## config.mk

```make
export PLATFORM = sky130hd
export DESIGN_NAME = kimu_mul
export DESIGN_NICKNAME = d
export VERILOG_FILES = /design/src/design/kimu_mul.sv
export SDC_FILE = /design/constraint.sdc
export NUM_CORES = 2
export LEC_CHECK = 0
export BUFFER_PORTS_ARGS = -buffer_cell sky130_fd_sc_hd__buf_2
export CAP_MARGIN = 20
export CORE_MARGIN = 8
export CORE_UTILIZATION = 45
export CTS_BUF_LIST = sky130_fd_sc_hd__clkbuf_8
export CTS_CLUSTER_SIZE = 28
export DETAILED_ROUTE_END_ITERATION = 16
export PLACE_DENSITY_LB_ADDON = 0.08
export REMOVE_ABC_BUFFERS = 1
export SLEW_MARGIN = 10
export SYNTH_ARGS = -nofsm -noshare
export SYNTH_HDL_FRONTEND = slang
export SYNTH_SLANG_ARGS = --single-unit
```

## constraint.sdc

```tcl
create_clock -name clk_i -period 11.7 [get_ports clk_i]
set_clock_uncertainty 0.2 [all_clocks]
set_input_delay 2.925 -clock clk_i [delete_from_list [all_inputs] [get_ports clk_i]]
set_output_delay 2.925 -clock clk_i [all_outputs]
set_load 0.02 [all_outputs]
```

## src/design/kimu_mul.sv

```systemverilog
// Shared 33x33 signed multiplier with a registered product.
// Depends on nothing.
module kimu_mul (
  input  logic               clk_i,
  input  logic signed [32:0] a_i,
  input  logic signed [32:0] b_i,
  output logic signed [65:0] prod_o
);

  logic signed [65:0] prod_q;

  always_ff @(posedge clk_i) begin
    prod_q <= a_i * b_i;
  end

  assign prod_o = prod_q;

endmodule

```

==> results by group <==
Run status
  – Status: finished, final reports clean

Timing
  – Tcrit/Tclk final: 91.42%
  – Hold WS: between 3000 and 4000 ps
  – Fmax: 93.49 MHz
  – RSZ-0062 raised after global routing: no
  – Minimum clock period: 10700 ps
  – Worst slew margin: 35.88%
  – Setup TNS: 0 ps
  – Pins Over Slew Limit: 0
  – Hold Fails Final Rpt: 0
  – Final worst slack: 1004 ps
  – Worst-margin pin slew: 961.8 ps
  – # setup viols final: 0

Cells and area
  – Commonest non-fill, non-tap cell in the layout: fa_1
  – Most frequent cells in the layout: fa_1 (1145), inv_1 (1131), and2_1 (562), nand2_1 (551), ha_1 (217)
  – Number of flip-flops in the largest register: 66
  – Area grow syn2layout: 4.537%
  – Layout cells sized above 1: ~5.4%
  – Final-layout fill cell count: between 8000 and 9000
  – Final net count: roughly 5700

GRT
  – Global-route wire length before repair: 181.2 mm
  – Total GRT Usage: 23.57%
  – Grt peak-use layer: met2
  – Largest net degree at the start of global routing: 34
  – Met1 Use GR: 30.78%
  – Number of global-route vias before repair: 31550
  – Grt ovf: 0
  – M3 GR Usage: under 10%
  – Met2 usage: 40.99%
  – Initial antenna violation count: 6

Clock tree
  – Num CTS Buffers: 9
  – Clock buffer depth: 2
  – Clock Tree Root: clkbuf_8
  – CTS Sinks: 66
  – CTS tree: yes
  – Post-CTS Resized: 0
  – CTS H-tree lvls: 3
  – Post CTS Setup Buffer Count: 0
  – Cts hold-fix bufs: 0
  – CTS clk-pin slew, worst paths: 90 ps

Yosys
  – Post-synth EDFFs: 0
  – Synth Register Bits: 66
  – Mapped cell area: 40730 um2
  – Most area-hungry cell type in the Yosys netlist: fa_1
  – Main synth FF type: dfxtp_1
  – Sequential share of the synthesized area: between 3 and 4%
  – Synth Instances: 4338
  – Post-synth cell types: 80
  – Synth warnings: 0
  – Ys async rst share: 0%
  – Post-synth top area share: 56.27%
  – Syn_area_per_cell: 9.390 um2
  – Largest cells by area after synthesis: fa_1 (56%), inv_1 (10%), and2_1 (8.6%)

Placed design
  – Buffers on Ports: 132
  – Final GP Congestion: roughly 0.9
  – Pre-CTS WS: 667.9 ps
  – HPWL after detailed placement: roughly 100 mm

Floorplan
  – Die extent in x: 316.9 um
  – Die Y: 316.9 um
  – Rows: 110
  – Die ar.: 100400 um2
  – Initial Util: 45.32%
  – Placeable Area: approximately 90000 um2
  – I/O pin count: 133

Detailed routing
  – Antenna Nets Post-Route: 0
  – Final WL: 112.6 mm
  – DRC errors left: 0
  – Pre-antenna DRT Iters: 7
  – DR WL/cell: 20.51 um
  – Via-to-Cell Ratio: between 5 and 6
  – Drt initial violations: 1449
  – Via count: 27920

Run
  – Maxcap violations: 0

Setup path
  – Worst EP required: approximately 12000 ps
  – CP Capture Type: register
  – Crit path launch type: input pin
  – Crit path kind: input pin to register
  – Critical Path Fanout Max: 33
  – CP Data Arrival Time: 10820 ps

Hold path
  – HP Class: input pin to register
cell type report:
cell class	count	area, um2	area share [%]
inverter	1131	4245	9.970
clock inverter	6	67.56	0.1587
multi-input combinational	2920	34320	80.59
antenna	3	7.507	0.01763
clock buffer	9	123.9	0.2909
tap	1176	1471	3.455
sequential	66	1321	3.103
timing repair buffer	181	1028	2.415
metrics by stage:
stage | area, um2 | cells | util [%]
2_1_floorplan | 39880 | 4117 | -
3_3_place_gp | 42380 | 5474 | 47.16
3_5_place_dp | 42380 | 5474 | 47.16
4_1_cts | 42570 | 5489 | 47.37
5_1_grt | 42570 | 5489 | 47.37
6_report | 42580 | 5492 | 47.38
routing by layer:
| metal | share of wire, % | routed length (um) |
|---|---|---|
| met1 | 42 | 47100 |
| met2 | 51 | 57070 |
| met3 | 4.8 | 5390 |
| met4 | 2.7 | 3076 |
| met5 | 0.012 | 13 |
kinds of logic after synthesis:
logic type / share of synthesized area (%)
adders and majority gates: 62.94
xor gates and xnor gates: 1.462
buffers and inverters: 12.51
and+or+nand+nor: 15.78
AOI/OAI and AO/OA: 4.067
DFF: 3.244
path summary, 6_finish.rpt:
path	to	cells past startpoint	from	slack, ps
setup / recovery	prod_o[64]	22	a_i[32]	1000
hold / removal	prod_o[0]	3	b_i[0]	3040
cells in the mapped netlist (all sizes together) (7+ instances only):
cell	number
nor3	7
nand4	12
clkbuf	208
nand2	551
xnor2	43
o21ai	33
nand2b	12
nor2	68
xor2	25
nand3	26
o21bai	11
a21o	38
fa	1145
inv	1131
and2	563
a31oi	9
a21oi	61
ha	217
dfxtp	66
a211oi	11
o31ai	7
buf	13
worst max-delay path, cell delays in order:
cell      delay, ps
buf_2           500
nand2_1         180
inv_1           170
fa_1            490
fa_1            560
fa_1            880
fa_1            540
fa_1            490
fa_1            500
fa_1            490
inv_1            50
fa_1            470
inv_1            40
ha_1            450
nand3_1         240
nor2_1          250
nand2_1         130
nor3_1          610
o311ai_4        300
nand3_2         200
a211oi_1         90
a311oi_1        230
Power is not shown: default switching activity piles up to over one toggle a cycle in this logic, so the estimate is an artifact.
