**src/design/kimu_isqrt.sv**
```systemverilog
// Floor integer square root of a 64-bit value, two radicand bits per cycle.
// Does not import kimu_pkg; no package items used.
module kimu_isqrt (
  input  logic        clk_i,
  input  logic        rst_ni,
  input  logic        start_i,
  input  logic [63:0] rad_i,
  output logic        done_o,
  output logic [31:0] root_o
);

  logic [63:0] v_q, r_q, bit_q, trial;
  logic        busy_q, done_q, ge;

  assign trial = r_q + bit_q;
  assign ge    = (v_q >= trial);

  always_ff @(posedge clk_i or negedge rst_ni) begin
    if (!rst_ni) begin
      busy_q <= 1'b0;
      done_q <= 1'b0;
      v_q    <= '0;
      r_q    <= '0;
      bit_q  <= '0;
    end else if (start_i) begin
      busy_q <= 1'b1;
      done_q <= 1'b0;
      v_q    <= rad_i;
      r_q    <= '0;
      bit_q  <= 64'h4000_0000_0000_0000;
    end else if (busy_q) begin
      if (bit_q == '0) begin
        busy_q <= 1'b0;
        done_q <= 1'b1;
      end else begin
        if (ge) begin
          v_q <= v_q - trial;
          r_q <= (r_q >> 1) + bit_q;
        end else begin
          r_q <= r_q >> 1;
        end
        bit_q <= bit_q >> 2;
      end
    end else begin
      done_q <= 1'b0;
    end
  end

  assign done_o = done_q;
  assign root_o = r_q[31:0];

endmodule

```
**config.mk**
```make
export PLATFORM = sky130hd
export DESIGN_NAME = kimu_isqrt
export DESIGN_NICKNAME = d
export VERILOG_FILES = /design/src/design/kimu_isqrt.sv
export SDC_FILE = /design/constraint.sdc
export NUM_CORES = 1
export LEC_CHECK = 0
export BUFFER_PORTS_ARGS = -buffer_cell sky130_fd_sc_hd__buf_2
export CORE_MARGIN = 2
export CORE_UTILIZATION = 55
export CTS_CLUSTER_DIAMETER = 80
export DETAILED_ROUTE_END_ITERATION = 12
export PLACE_DENSITY = 0.71
export SKIP_LAST_GASP = 1
export SYNTH_ARGS = -nofsm -noshare
export SYNTH_HDL_FRONTEND = slang
export SYNTH_SLANG_ARGS = --single-unit
```
**constraint.sdc**
```tcl
create_clock -name clk_i -period 12.7 [get_ports clk_i]
set_input_delay 2.54 -clock clk_i [delete_from_list [all_inputs] [get_ports clk_i]]
set_output_delay 2.54 -clock clk_i [all_outputs]
set_load 0.01 [all_outputs]
```
==> impl_metrics.json <==
{
  "hold_class": "register to register",
  "ys_seq_area_frac": 0.2552,
  "leakage_nw": 7.011,
  "setup.worst_path.end_class": "register",
  "start_util": 0.5564,
  "synthArstFlopShare": 1.000,
  "fin_nets": 2262,
  "syn-num-nets": 2290,
  "cp.arrival_ns": 7.53,
  "worstSkewPairLatency_ns": 0.46,
  "met3_usage": 0.05534,
  "dp_hpwl_um": 34660,
  "finalSetupViolations": 0,
  "status": "completed",
  "syn_inst": 2092,
  "power.switching_w": 0.002610,
  "rsz0062_at_grt": "no",
  "cts_root_buf": "clkbuf_16",
  "power_frac_seq": 0.198,
  "clkTransAtPathRegs_ns": 0.07,
  "gr-max-usage-layer": "met1",
  "ant_nets": 0,
  "crit_type": "register to register",
  "finalCriticalPeriod_ns": 7.189,
  "maxSlewViolCount": 0,
  "finClkSkew_ns": 0.01437,
  "max-clock-path-buffers": 2,
  "syn-mean-instance-area_sq_um": 7.593,
  "placedCellCount": 2429,
  "cp_top_family": "compound AO/OA/AOI/OAI gates",
  "cp.depth": 24,
  "worst-path-buf-inv": 2,
  "irDropWorstVdd_v": 0.0002050,
  "die_w_um": 173.9,
  "tns_ns": 0,
  "synthDistinctLibCells": 80,
  "start_kind": "register",
  "maxSlewHeadroom": 0.2444,
  "p_per_area_nw_per_um2": 289.8,
  "grt_pass1_wl_um": 75400,
  "avgRoutedWirePerCell_um": 19.13,
  "p_sw_frac": 0.5351,
  "cap_violations": 0,
  "numCtsBuffers": 17,
  "syn_to_final_growth_pct": 5.963,
  "ff2ff_path_depth": 24,
  "critPathMostFrequentCell": "a21oi_1",
  "grt_usage": 0.3096,
  "cp_slowest_cell": "buf_4",
  "die_area_sq_um": 30260,
  "fillers": 2728,
  "finalCritPeriodShare": 0.5660,
  "layout-drive-gt1-share": 0.09003,
  "worstHoldPathCells": 2,
  "grt_use_met1": 0.4791,
  "post_cts_resized": 0,
  "hold_viol_final": 0,
  "drc_errors": 0,
  "grt_overflow": 0,
  "internal-power_w": 0.002268,
  "routed_wl_um": 47100,
  "grt_max_degree": 98,
  "clock.fmax_mhz": 139.1,
  "critPathMaxStageDelay_ns": 0.67,
  "stdcell_count": 2462,
  "p_clk_frac": 0.115,
  "htreeDepth": 4,
  "dr.pass1.iters": 6,
  "gp_congestion": 0.9461,
  "required_ns": 13.04,
  "drt_iter0_drc": 1406,
  "port_buffers": 99,
  "viasPerCell": 6.303,
  "synth_area_sq_um": 15880,
  "synth_seq_cells": 162,
  "cts.hold.buffers_added": 0,
  "grt_antenna_before_repair": 1,
  "ios": 100,
  "clock-sinks": 162,
  "num_vias": 15520,
  "grt_pass1_vias": 14000,
  "cp_cell_sequence": "ha_1 > a31oi_1 > o21bai_1 > a21o_1 > a21oi_1 > o21ai_1 > a41o_1 > a211oi_1 > nand2b_1 > nand2b_1 > a21oi_1 > xor2_1 > ha_1 > a21oi_1 > o21ai_1 > a21oi_1 > o22ai_1 > nor4b_1 > a211oi_4 > buf_4 > nand2_2 > buf_4 > nor2_1 > a221o_1",
  "grt.met2_usage": 0.4348,
  "path_max_fanout": 89,
  "die_h_um": 173.9,
  "synth_edf_count": 0,
  "tightest_slew_ns": 1.131,
  "ys.flop_type": "dfrtp_1",
  "cts_tree": "done",
  "cts_setup_buffers": 0,
  "yosysWarnings": 0,
  "comb_power_share": 0.687,
  "core_area_sq_um": 28550,
  "num_rows": 62
}
[layout make-up]
cell class / count / area [sq um] / share of cell area
multi-input cells: 1740 / 10970 / 0.6518
flip-flops and latches: 162 / 4054 / 0.2409
repair buffers: 108 / 575.6 / 0.03420
well taps: 384 / 480.5 / 0.02855
clock buffers: 18 / 429.2 / 0.02550
clock inverters: 14 / 187.7 / 0.01115
inverters: 35 / 131.4 / 0.007806
diodes: 1 / 2.502 / 0.0001487
[power by group through the flow]
stage | Clock (W) | Sequential (W) | Combinational (W)
finish | 0.000561 | 0.000968 | 0.00335
global route | 0.000590 | 0.000987 | 0.00373
CTS | 0.000570 | 0.000955 | 0.00330
detailed placement | 0 | 0.000959 | 0.00329
global placement | 0 | 0.000960 | 0.00325
floorplan | 0 | 0.000820 | 0.00271
[cells by family after synthesis]
kind of cell,count (synthesis),synth area share
AOI/OAI and AO/OA,688,0.2735
xor gates and xnor gates,146,0.08050
adders and majority gates,131,0.1037
buffers and inverters,190,0.05601
DFF,162,0.2552
muxes,27,0.01749
and+or+nand+nor,748,0.2136
[routing by layer]
metal / vias to the layer above / routed length (um) / share of wire
met2: 579 / 19400 / 0.41
met1: 7326 / 23120 / 0.49
met4: 0 / 1063 / 0.023
li1: 7548 / - / -
met3: 64 / 3520 / 0.075
met5: - / 0 / 0
[per-stage QoR]
stage | cell area, sq um | power [W] | worst slack, ns | hold slack [ns] | util
finish | 16830 | 0.004878 | 5.511 | 0.5709 | 0.5896
global route | 16830 | 0.005302 | 4.946 | 0.5897 | 0.5895
CTS | 16830 | 0.004830 | 5.551 | 0.5770 | 0.5895
detailed placement | 16210 | 0.004247 | 5.603 | 0.5563 | 0.5679
global placement | 16210 | 0.004211 | 5.806 | 0.5466 | 0.5679
floorplan | 15880 | 0.003532 | 7.315 | 0.5220 | -
[worst paths after layout]
kind	from	to	slack [ns]
max	r_q[10]	v_q[55]	5.51
min in group asynchronous	rst_ni	v_q[5]	2.15
max reg2reg	r_q[10]	v_q[55]	5.51
max in group asynchronous	rst_ni	r_q[20]	9.03
min reg2reg	v_q[0]	v_q[0]	0.57
min	v_q[0]	v_q[0]	0.57
[cells in the mapped netlist, types with 14 or more instances]
| master | number | area share |
|---|---|---|
| nor2_1 | 234 | 0.055 |
| and3_1 | 16 | 0.0063 |
| inv_1 | 35 | 0.0083 |
| a31o_2 | 18 | 0.0099 |
| clkbuf_1 | 93 | 0.022 |
| dfrtp_1 | 162 | 0.26 |
| nor2b_1 | 14 | 0.0055 |
| nor4_1 | 22 | 0.0087 |
| nand2b_1 | 17 | 0.0067 |
| nor3_1 | 38 | 0.012 |
| xnor2_1 | 82 | 0.045 |
| a31oi_1 | 64 | 0.025 |
| or3_1 | 15 | 0.0059 |
| o21bai_1 | 31 | 0.015 |
| o21ai_0 | 149 | 0.047 |
| buf_4 | 34 | 0.016 |
| nand2_1 | 271 | 0.064 |
| buf_2 | 20 | 0.0063 |
| a211oi_1 | 46 | 0.022 |
| mux2i_1 | 21 | 0.013 |
| nand4_1 | 42 | 0.017 |
| xor2_1 | 64 | 0.035 |
| a21o_1 | 35 | 0.017 |
| a21oi_1 | 200 | 0.063 |
| ha_1 | 130 | 0.10 |
| nand3_1 | 29 | 0.0091 |
[worst reg2reg max path, delay by kind of cell (launching register included)]
family	cells	cell delay, ns
simple gates	5	1.43
fa+ha+maj	2	0.74
buf+inv	2	0.99
compound gates	14	3.19
xor+xnor	1	0.24
flops	1	0.48
[layout by cell type (no fill, tap or decap), drive strengths merged, types with 12 or more instances in the layout]
master	count
inv	42
xnor2	82
nor4	22
nor3	39
nand2	271
o31ai	13
and3	16
o21bai	31
xor2	64
nand4	42
a21oi	201
nand2b	17
o21ai	162
nor3b	12
a31o	19
a211oi	48
or3	15
clkbuf	18
nor2b	14
nor2	235
ha	130
buf	108
and2	12
a21o	35
a21boi	12
nand3	29
dfrtp	162
a311oi	12
a31oi	64
mux2i	21
[state kept, by name (all words and copies together) (netlist names)]
| signal | cells |
|---|---|
| bit_q | 32 |
| busy_q | 1 |
| done_o | 1 |
| r_q | 64 |
| v_q | 64 |
No activity file was read; power rests on OpenSTA's default activity.
