==> src/design/kimu_pkg.sv <==
// Shared constants, register codes and helper functions of the IMU attitude block.
// No dependencies; imported by the top level, kimu_cordic and kimu_div.
package kimu_pkg;

  localparam int unsigned AtanSteps = 23;
  localparam int unsigned DivSteps  = 33;

  // Angles in Q16.16 degrees
  localparam logic signed [31:0] Deg90  = 32'sd5898240;
  localparam logic signed [31:0] Deg180 = 32'sd11796480;

  // Configuration register indexes
  localparam logic [1:0] CFG_ANGLE_NOISE = 2'd0;
  localparam logic [1:0] CFG_BIAS_NOISE  = 2'd1;
  localparam logic [1:0] CFG_MEAS_NOISE  = 2'd2;

  // Register reset values, unsigned Q1.30
  localparam logic [30:0] ANGLE_NOISE_RST = 31'd5368709;
  localparam logic [30:0] BIAS_NOISE_RST  = 31'd3221225;
  localparam logic [30:0] MEAS_NOISE_RST  = 31'd32212254;

  // atan(2^-i) in Q16.16 degrees
  function automatic logic [21:0] atan_tab(input logic [4:0] idx);
    logic [21:0] r;
    case (idx)
      5'd0:    r = 22'd2949120;
      5'd1:    r = 22'd1740967;
      5'd2:    r = 22'd919879;
      5'd3:    r = 22'd466945;
      5'd4:    r = 22'd234379;
      5'd5:    r = 22'd117304;
      5'd6:    r = 22'd58666;
      5'd7:    r = 22'd29335;
      5'd8:    r = 22'd14668;
      5'd9:    r = 22'd7334;
      5'd10:   r = 22'd3667;
      5'd11:   r = 22'd1833;
      5'd12:   r = 22'd917;
      5'd13:   r = 22'd458;
      5'd14:   r = 22'd229;
      5'd15:   r = 22'd115;
      5'd16:   r = 22'd57;
      5'd17:   r = 22'd29;
      5'd18:   r = 22'd14;
      5'd19:   r = 22'd7;
      5'd20:   r = 22'd4;
      5'd21:   r = 22'd2;
      5'd22:   r = 22'd1;
      default: r = 22'd0;
    endcase
    return r;
  endfunction

  // Clamp to signed 32 bits
  function automatic logic signed [31:0] sat32(input logic signed [39:0] v);
    logic signed [31:0] r;
    if (v > 40'sd2147483647) begin
      r = 32'sh7fffffff;
    end else if (v < -40'sd2147483648) begin
      r = 32'sh80000000;
    end else begin
      r = $signed(v[31:0]);
    end
    return r;
  endfunction

  // Magnitude of a 32-bit signed value, as a nonnegative 33-bit signed value
  function automatic logic signed [32:0] abs33(input logic signed [31:0] v);
    logic signed [32:0] r;
    if (v < 0) begin
      r = -(33'(v));
    end else begin
      r = 33'(v);
    end
    return r;
  endfunction

endpackage

==> src/design/kimu_div.sv <==
// Gain divider: (num * 2^30) / den, truncated toward zero, saturated to 32 bits.
// Restoring division, one quotient bit per cycle. Depends on kimu_pkg.
module kimu_div import kimu_pkg::*; (
  input  logic               clk_i,
  input  logic               rst_ni,
  input  logic               start_i,
  input  logic signed [31:0] num_i,
  input  logic        [31:0] den_i,
  output logic               done_o,
  output logic signed [31:0] quo_o
);

  logic [31:0] mag, den_q;
  logic [32:0] rem_q, nlo_q, q_q, tr;
  logic [5:0]  cnt_q;
  logic        busy_q, done_q, ovf_q, neg_q, ge;

  assign mag = num_i[31] ? 32'(-num_i) : 32'(num_i);
  assign tr  = {rem_q[31:0], nlo_q[32]};
  assign ge  = (tr >= {1'b0, den_q});

  always_comb begin
    if (!neg_q) begin
      quo_o = (ovf_q || q_q[32] || q_q[31]) ? 32'sh7fffffff : $signed(q_q[31:0]);
    end else if (ovf_q || q_q[32] || (q_q[31] && (q_q[30:0] != '0))) begin
      quo_o = 32'sh80000000;
    end else begin
      quo_o = -$signed(q_q[31:0]);
    end
  end

  always_ff @(posedge clk_i or negedge rst_ni) begin
    if (!rst_ni) begin
      busy_q <= 1'b0;
      done_q <= 1'b0;
      ovf_q  <= 1'b0;
      neg_q  <= 1'b0;
      den_q  <= '0;
      rem_q  <= '0;
      nlo_q  <= '0;
      q_q    <= '0;
      cnt_q  <= '0;
    end else begin
      done_q <= 1'b0;
      if (start_i) begin
        busy_q <= 1'b1;
        neg_q  <= num_i[31];
        den_q  <= den_i;
        ovf_q  <= (32'(mag[31:3]) >= den_i);
        rem_q  <= 33'(mag[31:3]);
        nlo_q  <= {mag[2:0], 30'd0};
        q_q    <= '0;
        cnt_q  <= '0;
      end else if (busy_q) begin
        rem_q <= ge ? (tr - {1'b0, den_q}) : tr;
        q_q   <= {q_q[31:0], ge};
        nlo_q <= nlo_q << 1;
        if (cnt_q == 6'(DivSteps - 1)) begin
          busy_q <= 1'b0;
          done_q <= 1'b1;
        end else begin
          cnt_q <= cnt_q + 6'd1;
        end
      end
    end
  end

  assign done_o = done_q;

endmodule

==> config.mk <==
export PLATFORM = sky130hd
export DESIGN_NAME = kimu_div
export DESIGN_NICKNAME = d
export VERILOG_FILES = /design/src/design/kimu_pkg.sv /design/src/design/kimu_div.sv
export SDC_FILE = /design/constraint.sdc
export NUM_CORES = 1
export LEC_CHECK = 0
export BUFFER_PORTS_ARGS = -buffer_cell sky130_fd_sc_hd__buf_4
export CORE_MARGIN = 1.5
export CORE_UTILIZATION = 60
export CTS_CLUSTER_SIZE = 25
export DETAILED_ROUTE_END_ITERATION = 8
export PLACE_DENSITY = 0.91
export SYNTH_ARGS = -nofsm -noshare
export SYNTH_HDL_FRONTEND = slang
export SYNTH_SLANG_ARGS = --single-unit
==> constraint.sdc <==
create_clock -name clk_i -period 4.9 [get_ports clk_i]
set_clock_uncertainty 0.15 [all_clocks]
set_input_delay 0.98 -clock clk_i [delete_from_list [all_inputs] [get_ports clk_i]]
set_output_delay 0.98 -clock clk_i [all_outputs]
set_load 0.01 [all_outputs]
==> reports/metrics.cfg, run 1 <==
[outcome]
run_status = completed

[grt]
grt.overflow.total = 0
antenna_found_initial = 0
grt_pass1_vias = 8493
grt_max_degree = 80
grt_pass1_wl_mm = 42.3
grtUsageTotal = 0.329

[logic_synthesis]
yosysTopAreaCellShare = 0.301
ys_ff_latch = 110
syn-cell-area_um2 = 9130
ys_warn_count = 0
synth_edf_count = 0
syn_avg_cell_area_um2 = 7.96
yosys-top-cells-area = dfrtp_1, ha_1, o21ai_0
ys.flop_type = dfrtp_1
synthArstFlopShare = 1.00
ys_types = 69
synth_cells = 1147
yosysSeqAreaShare = 0.301
synth_top_area_cell = dfrtp_1
synthesis.nets = 1280

[worst_setup_path]
reg2reg_from = rem_q[19]$_DFFE_PN0P_
path_cells = inv_1 > ha_1 > or3b_4 > nor2_1 > nand4_1 > nor3_2 > a31oi_2 > inv_1 > nand2_1 > buf_4 > o311ai_0 > buf_4
rrSetupSlack_ps = 790
slowest_delay_ps = 470
end_kind = primary output
reg2reg_to = rem_q[7]$_DFFE_PN0P_
crit_fanout = 14
cp.required_ps = 3770
r2r_cells = 10
crit_type = register to primary output
worst-endpoint-arrival_ps = 3590
crit_slowest_cell = o311ai_0
critPathBufInv = 4
start_kind = register
cpLargestDelayFamily = simple AND/OR/NAND/NOR gates

[timing]
slew_violations = 0
final_hold_viol_count = 0
max_slew_margin = 0.259
whs_ps = 393
fmax_mhz = 212
worst_pin_slew_ps = 1110
rsz0062_at_grt = no
finalWorstSetupSlack_ps = 183
post-route-period-util = 0.963
fin_tns_setup_ps = 0
setup_viol = 0
min_period_ps = 4720

[placed_design]
numPortBuffers = 99
place_ws_ps = 266
place_hpwl_mm = 18.9
gp_congestion = 0.947

[route]
ant_nets = 0
route.detailed.drc = 0
drtIter0Drc = 1055
vias_per_cell = 6.55
wirelength_mm = 26.1
vias = 9173
drtPass1Iterations = 5
wl_per_cell_um = 18.7

[clocking]
path_clk_slew_ps = 80
cts_tree = yes
hold_buffers = 0
post_cts_buffers = 0
clock_path_buffers = 2
clockRootBuffer = clkbuf_16
clk_latency_ps = 370
cts_max_level = 3
cts.sinks = 110
cts_buffers = 9

[floorplanning]
die_w_um = 126
initial_core_util = 0.621
io_pins = 100
die_height_um = 126
die_area_um2 = 16000
num_rows = 44
core_um2 = 14700

[finish]
final.fill_count = 1156
n_antenna_cell = 0
area_growth_pct = 12.6
fin_util = 0.699
final_nets = 1344
drive_gt1_frac = 0.118

[pwr]
clockPowerShare = 0.153
power_density_nw_per_um2 = 489
switching_power_uw = 2290
power_frac_seq = 0.242
finalPower_uw = 5030
p_int_uw = 2740
peakVddDrop_mv = 0.294
switching_share = 0.455
leakage_uw = 0.00510
pwr-share-comb = 0.606

[job]
cap_violations = 0

[worst_hold_path]
min_from = den_q[16]$_DFFE_PN0P_
holdPathStages = 2
hp-class = register to register
min_to = den_q[16]$_DFFE_PN0P_

[cell usage after synthesis, types with 18 or more instances]
library cell,count
a21oi_1,71
nor3_1,32
nand2_1,114
o21ai_0,119
xnor2_1,43
mux2i_1,43
and3_1,33
clkbuf_1,50
o311ai_0,26
a21o_1,29
nor2_1,88
inv_1,91
nand4_1,18
ha_1,65
dfrtp_1,110
[registers in the layout, indices dropped and copies added, names as in the netlist, 3 cells and up]
name and cells:
den_q 32, q_q 33, cnt_q 6, rem_q 32, nlo_q 3
[power groups by stage]
stage	logic (uW)	registers, uW	clock network, uW
after CTS	2980	1210	776
after global routing	3330	1230	808
after global placement	2900	1210	0
after floorplan	2180	1180	0
after detailed placement	2950	1220	0
final	3050	1210	768
[area by class of cell]
type	instances	area [um^2]	share of cell area
multi-input cells	885	5800	0.564
clock buffers	10	229	0.0223
inverters	91	342	0.0332
repair buffers	114	856	0.0833
flip-flops and latches	110	2750	0.268
clock inverters	6	67.6	0.00657
well taps	184	230	0.0224
[tightest hold or removal path, delay by kind of cell, from the launching register on]
| kind | cells | cell delay (ps) |
|---|---|---|
| flip-flops | 1 | 320 |
| buffers and inverters | 1 | 60 |
| AO/OA/AOI/OAI | 1 | 130 |
[routing by layer]
| layer | up-vias | track usage | part of all wire |
|---|---|---|---|
| li1 | 4283 | - | - |
| met3 | 74 | 0.0578 | 0.079 |
| met1 | 4370 | 0.452 | 0.43 |
| met2 | 446 | 0.517 | 0.46 |
| met5 | - | 0 | 0 |
| met4 | 0 | 0.135 | 0.035 |
[worst max path at each step]
stage / start / endpoint / slack (ps) / depth (start not counted)
after floorplan: q_q[0]$_DFFE_PN0P_ / quo_o[16] / 880 / 10
after detailed placement: num_i[21] / ovf_q$_DFFE_PN0P_ / 270 / 12
after CTS: q_q[0]$_DFFE_PN0P_ / quo_o[18] / 200 / 11
final: q_q[0]$_DFFE_PN0P_ / quo_o[4] / 180 / 12
after global placement: num_i[21] / ovf_q$_DFFE_PN0P_ / 410 / 12
after global routing: q_q[0]$_DFFE_PN0P_ / quo_o[18] / 20 / 11
[logic make-up (layout without fill, tap and decap cells)]
group / after synthesis / after routing / synth area share
and+or+nand+nor: 369 / 369 / 0.199
AOI/OAI and AO/OA: 348 / 348 / 0.241
buffers and inverters: 152 / 221 / 0.0634
DFF: 110 / 110 / 0.301
adders and majority gates: 66 / 66 / 0.0913
xor gates and xnor gates: 58 / 58 / 0.0556
muxes: 44 / 44 / 0.0484
[stage by stage]
step	instances	instance area, um^2
floorplan	1147	9130
global placement	1384	9980
detailed placement	1384	9980
CTS	1400	10300
global route	1400	10300
finish	1400	10300
[timing repair]
action,4_1_cts,5_1_grt
gates resized for setup,0,1
hold endpoints to repair,0,0
endpoints found under the setup margin,0,1
[layout by cell type, fill, tap and decap left out, types with 4 or more instances in the layout]
cell	netlist	layout
or3_1	14	14
a221oi_1	6	6
buf_4	0	114
nand2b_1	8	8
dfrtp_1	110	109
nand4_1	18	18
a31oi_1	15	15
nand2_1	114	114
o211ai_1	7	7
a2111oi_0	5	5
o41ai_1	8	8
o31ai_1	10	10
nor3_1	32	32
a21oi_1	71	71
nand3_1	10	10
o22ai_1	13	13
xnor2_1	43	43
or4_1	5	5
mux2i_1	43	43
and3_1	33	33
o21ai_0	119	119
a21o_1	29	29
ha_1	65	65
nor2_1	88	88
inv_1	91	91
a211o_1	4	4
a211oi_1	4	4
nor2b_1	8	8
clkbuf_16	0	9
xor2_1	15	15
nor4_1	14	14
and4_1	5	5
o311ai_0	26	25
and2_1	7	7
(Power assumes the default switching activity.)
==> run 2, diff against run 1 <==
- CORE_ASPECT_RATIO: default -> 0.8
- CORE_UTILIZATION: 60 -> 54
- PLACE_DENSITY: 0.91 -> 0.84
==> run 2 against run 1 <==
  * Cell area up 0.61%
  * Critical path depth is 1 lower
  * Largest cell class unchanged
  * Cell count grew 2.6%
  * Critical path type unchanged
  * Fmax hardly changed
  * Clock-buffer cell count shrank 1
==> reports/metrics.cfg, run 2 (synthesis gave the netlist of run 1 again) <==
[outcome]
run_status = completed

[grt]
grt.overflow.total = 0  ; unchanged
grt_max_degree = 65  ; -19%
antenna_found_initial = 0  ; unchanged
grt_pass1_vias = 8288  ; -2.4%
grtUsageTotal = 0.296  ; -0.0335
grt_pass1_wl_mm = 42.0  ; -0.73%

[timing]
max_slew_margin = 0.296  ; +0.0368
fin_tns_setup_ps = 0  ; unchanged
post-route-period-util = 0.963  ; about the same
worst_pin_slew_ps = 1050  ; -55.2 ps
final_hold_viol_count = 0  ; unchanged
min_period_ps = 4720  ; +3.56 ps
slew_violations = 0  ; unchanged
setup_viol = 0  ; unchanged
fmax_mhz = 212  ; about the same
rsz0062_at_grt = no

[worst_setup_path]
r2r_cells = 9  ; -1
path_cells = inv_1 > ha_1 > or3b_4 > or4b_4 > or3_1 > or3_1 > or3_4 > o21ai_1 > nand2_1 > o311ai_0 > buf_4
crit_type = register to primary output
crit_end = quo_o[16]
startpoint = q_q[0]$_DFFE_PN0P_
crit_slowest_cell = or4b_4
reg2reg_to = rem_q[1]$_DFFE_PN0P_
cp.required_ps = 3770  ; about the same
cp_common_cell = or3_1
end_kind = primary output
slowest_delay_ps = 540  ; +70 ps
crit_fanout = 5  ; -9
start_kind = register
reg2reg_from = rem_q[19]$_DFFE_PN0P_
worst-endpoint-arrival_ps = 3590  ; about the same
rrSetupSlack_ps = 1080  ; +290 ps

[finish]
final_nets = 1344  ; unchanged
seqCellArea_um2 = 2750  ; unchanged
area_growth_pct = 13.2
multi_input_area_um2 = 5810  ; +0.19%
layout_commonest_cell = o21ai_0
finalNonFillerCells = 1436  ; +2.6%
largest_reg_flops = 33  ; unchanged
n_antenna_cell = 0  ; unchanged
top_register = q_q
final.fill_count = 1442  ; +25%
mostFrequentLayoutCells = o21ai_0, buf_4, nand2_1
top_regs = q_q (33), den_q (32), rem_q (32)
drive_gt1_frac = 0.119  ; +0.00164
fin_util = 0.625  ; -0.0745

[floorplanning]
num_rows = 42  ; -4.5%
io_pins = 100  ; unchanged
die_area_um2 = 17700  ; +11%
initial_core_util = 0.552  ; -0.0696
core_um2 = 16600  ; +13%
die_w_um = 148  ; +17%
die_height_um = 119  ; -5.6%

[clocking]
clock_path_buffers = 2  ; unchanged
clk_latency_ps = 370  ; about the same
post_cts_buffers = 0  ; unchanged
cts_buffers = 9  ; unchanged
cts-resized-gates = 0  ; unchanged
clockRootBuffer = clkbuf_16
cts_tree = yes
path_clk_slew_ps = 80  ; about the same
cts.sinks = 110  ; unchanged
cts_max_level = 3  ; unchanged
hold_buffers = 0  ; unchanged

[placed_design]
dp.cells = 1420  ; +2.6%
gp_congestion = 0.976  ; +3.0%
numPortBuffers = 99  ; unchanged
place_hpwl_mm = 19.2  ; +1.9%

[route]
drtIter0Drc = 998  ; -5.4%
ant_nets = 0  ; unchanged
vias_per_cell = 6.27  ; -4.3%
wl_per_cell_um = 17.8  ; -4.7%
route.detailed.drc = 0  ; unchanged
wirelength_mm = 25.5  ; -2.2%
drtPass1Iterations = 5  ; unchanged
vias = 9005  ; -1.8%

[pwr]
power_density_nw_per_um2 = 482  ; -1.5%
leakage_uw = 0.00511  ; +0.31%
peakVddDrop_mv = 0.287  ; -2.3%

[worst_hold_path]
hp-class = register to register
min_from = rem_q[29]$_DFFE_PN0P_

[job]
cap_violations = 0  ; unchanged

[run 2: how the worst min path moves through the flow]
stage,endpoint,depth (start not counted)
finish,rem_q[29]$_DFFE_PN0P_,1
detailed placement,rem_q[29]$_DFFE_PN0P_,1
global route,rem_q[29]$_DFFE_PN0P_,1
floorplan,rem_q[30]$_DFFE_PN0P_,2
global placement,rem_q[29]$_DFFE_PN0P_,1
CTS,rem_q[29]$_DFFE_PN0P_,1
[run 2: final cells by class]
class	instances	area share
multi-input combinational	885	0.562
tap	220	0.0266
clock inverter	7	0.00750
inverter	91	0.0330
clock buffer	9	0.0218
sequential	110	0.266
timing repair buffer	114	0.0828
[run 2: critical path, delay by kind of cell, from the launching register on]
kind | cells | cell delay [ps]
and+or+nand+nor | 6 | 2100
AOI/OAI and AO/OA | 2 | 240
buffers and inverters | 2 | 280
adders and majority gates | 1 | 190
DFF | 1 | 420
[run 2: through the flow]
step / setup WS (ps) / hold WS (ps) / power [uW] / cell area, um^2
global route: 14.0 / 414 / 5370 / 10300
finish: 179 / 379 / 4980 / 10300
CTS: 167 / 383 / 4930 / 10300
detailed placement: 319 / 365 / 4170 / 10000
floorplan: 884 / 332 / 3360 / 9130
global placement: 529 / 358 / 4100 / 10000
[run 2: report_power, final]
group / internal (uW) / leakage, uW / switching, uW
clock: 362 / 0.000144 / 385
combinational: 1250 / 0.00357 / 1770
sequential: 1080 / 0.00140 / 137
[run 2: per-layer routing]
layer | track usage | share of wire
met1 | 0.445 | 0.47
met2 | 0.424 | 0.43
met3 | 0.0548 | 0.074
met4 | 0.0978 | 0.022
met5 | 0 | 0
==> run 3, diff against run 2 <==
- clock period: 4.9 -> 5.1 ns (I/O delays scaled with it)
==> run 3 against run 2 <==
  * Largest cell class unchanged
  * Combinational power down 3%
  * Power fell by 2.9%
  * Clock-buffer cell count stayed put
  * Clock power up 0.8%
  * Die area stayed put
  * Critical path depth unchanged
  * Critical path type unchanged
==> reports/metrics.cfg, run 3 (synthesis gave the netlist of run 1 again) <==
[finish]
mostFrequentLayoutCells = o21ai_0, nand2_1, buf_4
top_register = q_q
multi_input_area_um2 = 5800  ; -0.15%
fin_area_um2 = 10300  ; -0.21%
drive_gt1_frac = 0.117  ; -0.00218
fin_util = 0.623  ; -0.00128
n_antenna_cell = 0  ; unchanged
finalNonFillerCells = 1433  ; -0.21%
layout_commonest_cell = o21ai_0
final.fill_count = 1437  ; -0.35%
area_growth_pct = 13.0
largest_reg_flops = 33  ; unchanged
final_nets = 1341  ; -0.22%
seqCellArea_um2 = 2750  ; unchanged
top_regs = q_q (33), den_q (32), rem_q (32)

[clocking]
clock_path_buffers = 2  ; unchanged
path_clk_slew_ps = 70  ; about the same
clk_latency_ps = 360  ; about the same
cts_buffers = 9  ; unchanged
post_cts_buffers = 0  ; unchanged
hold_buffers = 0  ; unchanged
cts_tree = yes
cts.sinks = 110  ; unchanged
cts_max_level = 3  ; unchanged
cts-resized-gates = 0  ; unchanged
clockRootBuffer = clkbuf_16

[worst_setup_path]
worst-endpoint-arrival_ps = 3570  ; -20 ps
r2r_cells = 10  ; +1
reg2reg_to = rem_q[1]$_DFFE_PN0P_
reg2reg_from = den_q[20]$_DFFE_PN0P_
crit_type = register to primary output
rrSetupSlack_ps = 730  ; -350 ps
crit_fanout = 6  ; +1
cp.required_ps = 3930  ; +160 ps
end_kind = primary output
start_kind = register

[timing]
final_hold_viol_count = 0  ; unchanged
post-route-period-util = 0.929
worst_pin_slew_ps = 1120  ; +66.0 ps
setup_viol = 0  ; unchanged
rsz0062_at_grt = no
fin_tns_setup_ps = 0  ; unchanged
slew_violations = 0  ; unchanged
fmax_mhz = 211
min_period_ps = 4740
max_slew_margin = 0.252  ; -0.0441

[route]
route.detailed.drc = 0  ; unchanged
drtIter0Drc = 938  ; -6.0%
wirelength_mm = 26.1  ; +2.2%
vias = 9025  ; +0.22%
vias_per_cell = 6.30  ; +0.43%
wl_per_cell_um = 18.2  ; +2.4%
drtPass1Iterations = 6  ; +1
ant_nets = 0  ; unchanged

[worst_hold_path]
min_from = rem_q[29]$_DFFE_PN0P_
min_to = rem_q[29]$_DFFE_PN0P_
holdPathStages = 1  ; unchanged
hp-class = register to register

[placed_design]
numPortBuffers = 99  ; unchanged
gp_congestion = 0.971  ; -0.52%
place_area_um2 = 10000  ; -0.23%
dp.cells = 1417  ; -0.21%
place_hpwl_mm = 19.4  ; +0.99%

[grt]
grt_max_degree = 75  ; +15%
grt.overflow.total = 0  ; unchanged
antenna_found_initial = 0  ; unchanged
grtUsageTotal = 0.300  ; +0.00398
grt_pass1_vias = 8389  ; +1.2%
grt_pass1_wl_mm = 42.5  ; +1.1%

[floorplanning]
die_height_um = 119  ; unchanged
die_w_um = 148  ; unchanged
core_um2 = 16600  ; unchanged
initial_core_util = 0.552  ; unchanged
die_area_um2 = 17700  ; unchanged
io_pins = 100  ; unchanged
num_rows = 42  ; unchanged

[pwr]
power_density_nw_per_um2 = 469  ; -2.7%
leakage_uw = 0.00510  ; -0.31%
finalPower_uw = 4840  ; -2.9%
peakVddDrop_mv = 0.267  ; -7.0%

[job]
cap_violations = 0  ; unchanged

[outcome]
run_status = completed

## run 3: critical path, stage by stage, from the launching register on
cell and delay (ps):
dfrtp_1 430, inv_1 80, ha_1 170, or3b_4 410
or4b_4 540, or3_1 330, or3_1 380, or3_4 370
o21ai_1 140, nand2_1 70, o311ai_0 110, buf_4 180
## run 3: metal layers
layer  part of all wire  global-route usage  vias to the layer above
met5                  0                   0                        -
li1                   -                   -                     4284
met2               0.43               0.441                      375
met3              0.082              0.0724                       45
met4              0.020              0.0873                        0
met1               0.46               0.435                     4321
## run 3: worst max-delay path by stage
stage | end | startpoint | slack [ps]
floorplan | quo_o[16] | q_q[0]$_DFFE_PN0P_ | 1040
global placement | ovf_q$_DFFE_PN0P_ | num_i[21] | 770
detailed placement | quo_o[11] | q_q[1]$_DFFE_PN0P_ | 660
CTS | quo_o[11] | q_q[1]$_DFFE_PN0P_ | 250
global route | quo_o[11] | q_q[0]$_DFFE_PN0P_ | 150
finish | quo_o[16] | q_q[1]$_DFFE_PN0P_ | 360
## run 3: area by class of cell
type	instances	share of cell area
multi-input combinational	885	0.562
sequential	110	0.267
timing repair buffer	111	0.0808
inverter	91	0.0331
tap	220	0.0267
clock buffer	9	0.0218
clock inverter	7	0.00849
## run 3: where the power goes
group / switching [uW] / internal (uW) / leakage [uW]
registers: 134 / 1030 / 0.00140
logic: 1730 / 1190 / 0.00355
clock network: 360 / 393 / 0.000154
## run 3: per-stage QoR
stage                     hold slack, ps  setup slack, ps
final                                378              362
after CTS                            380              249
after global routing                 389              154
after global placement               360              767
after detailed placement             363              658
after floorplan                      332             1040
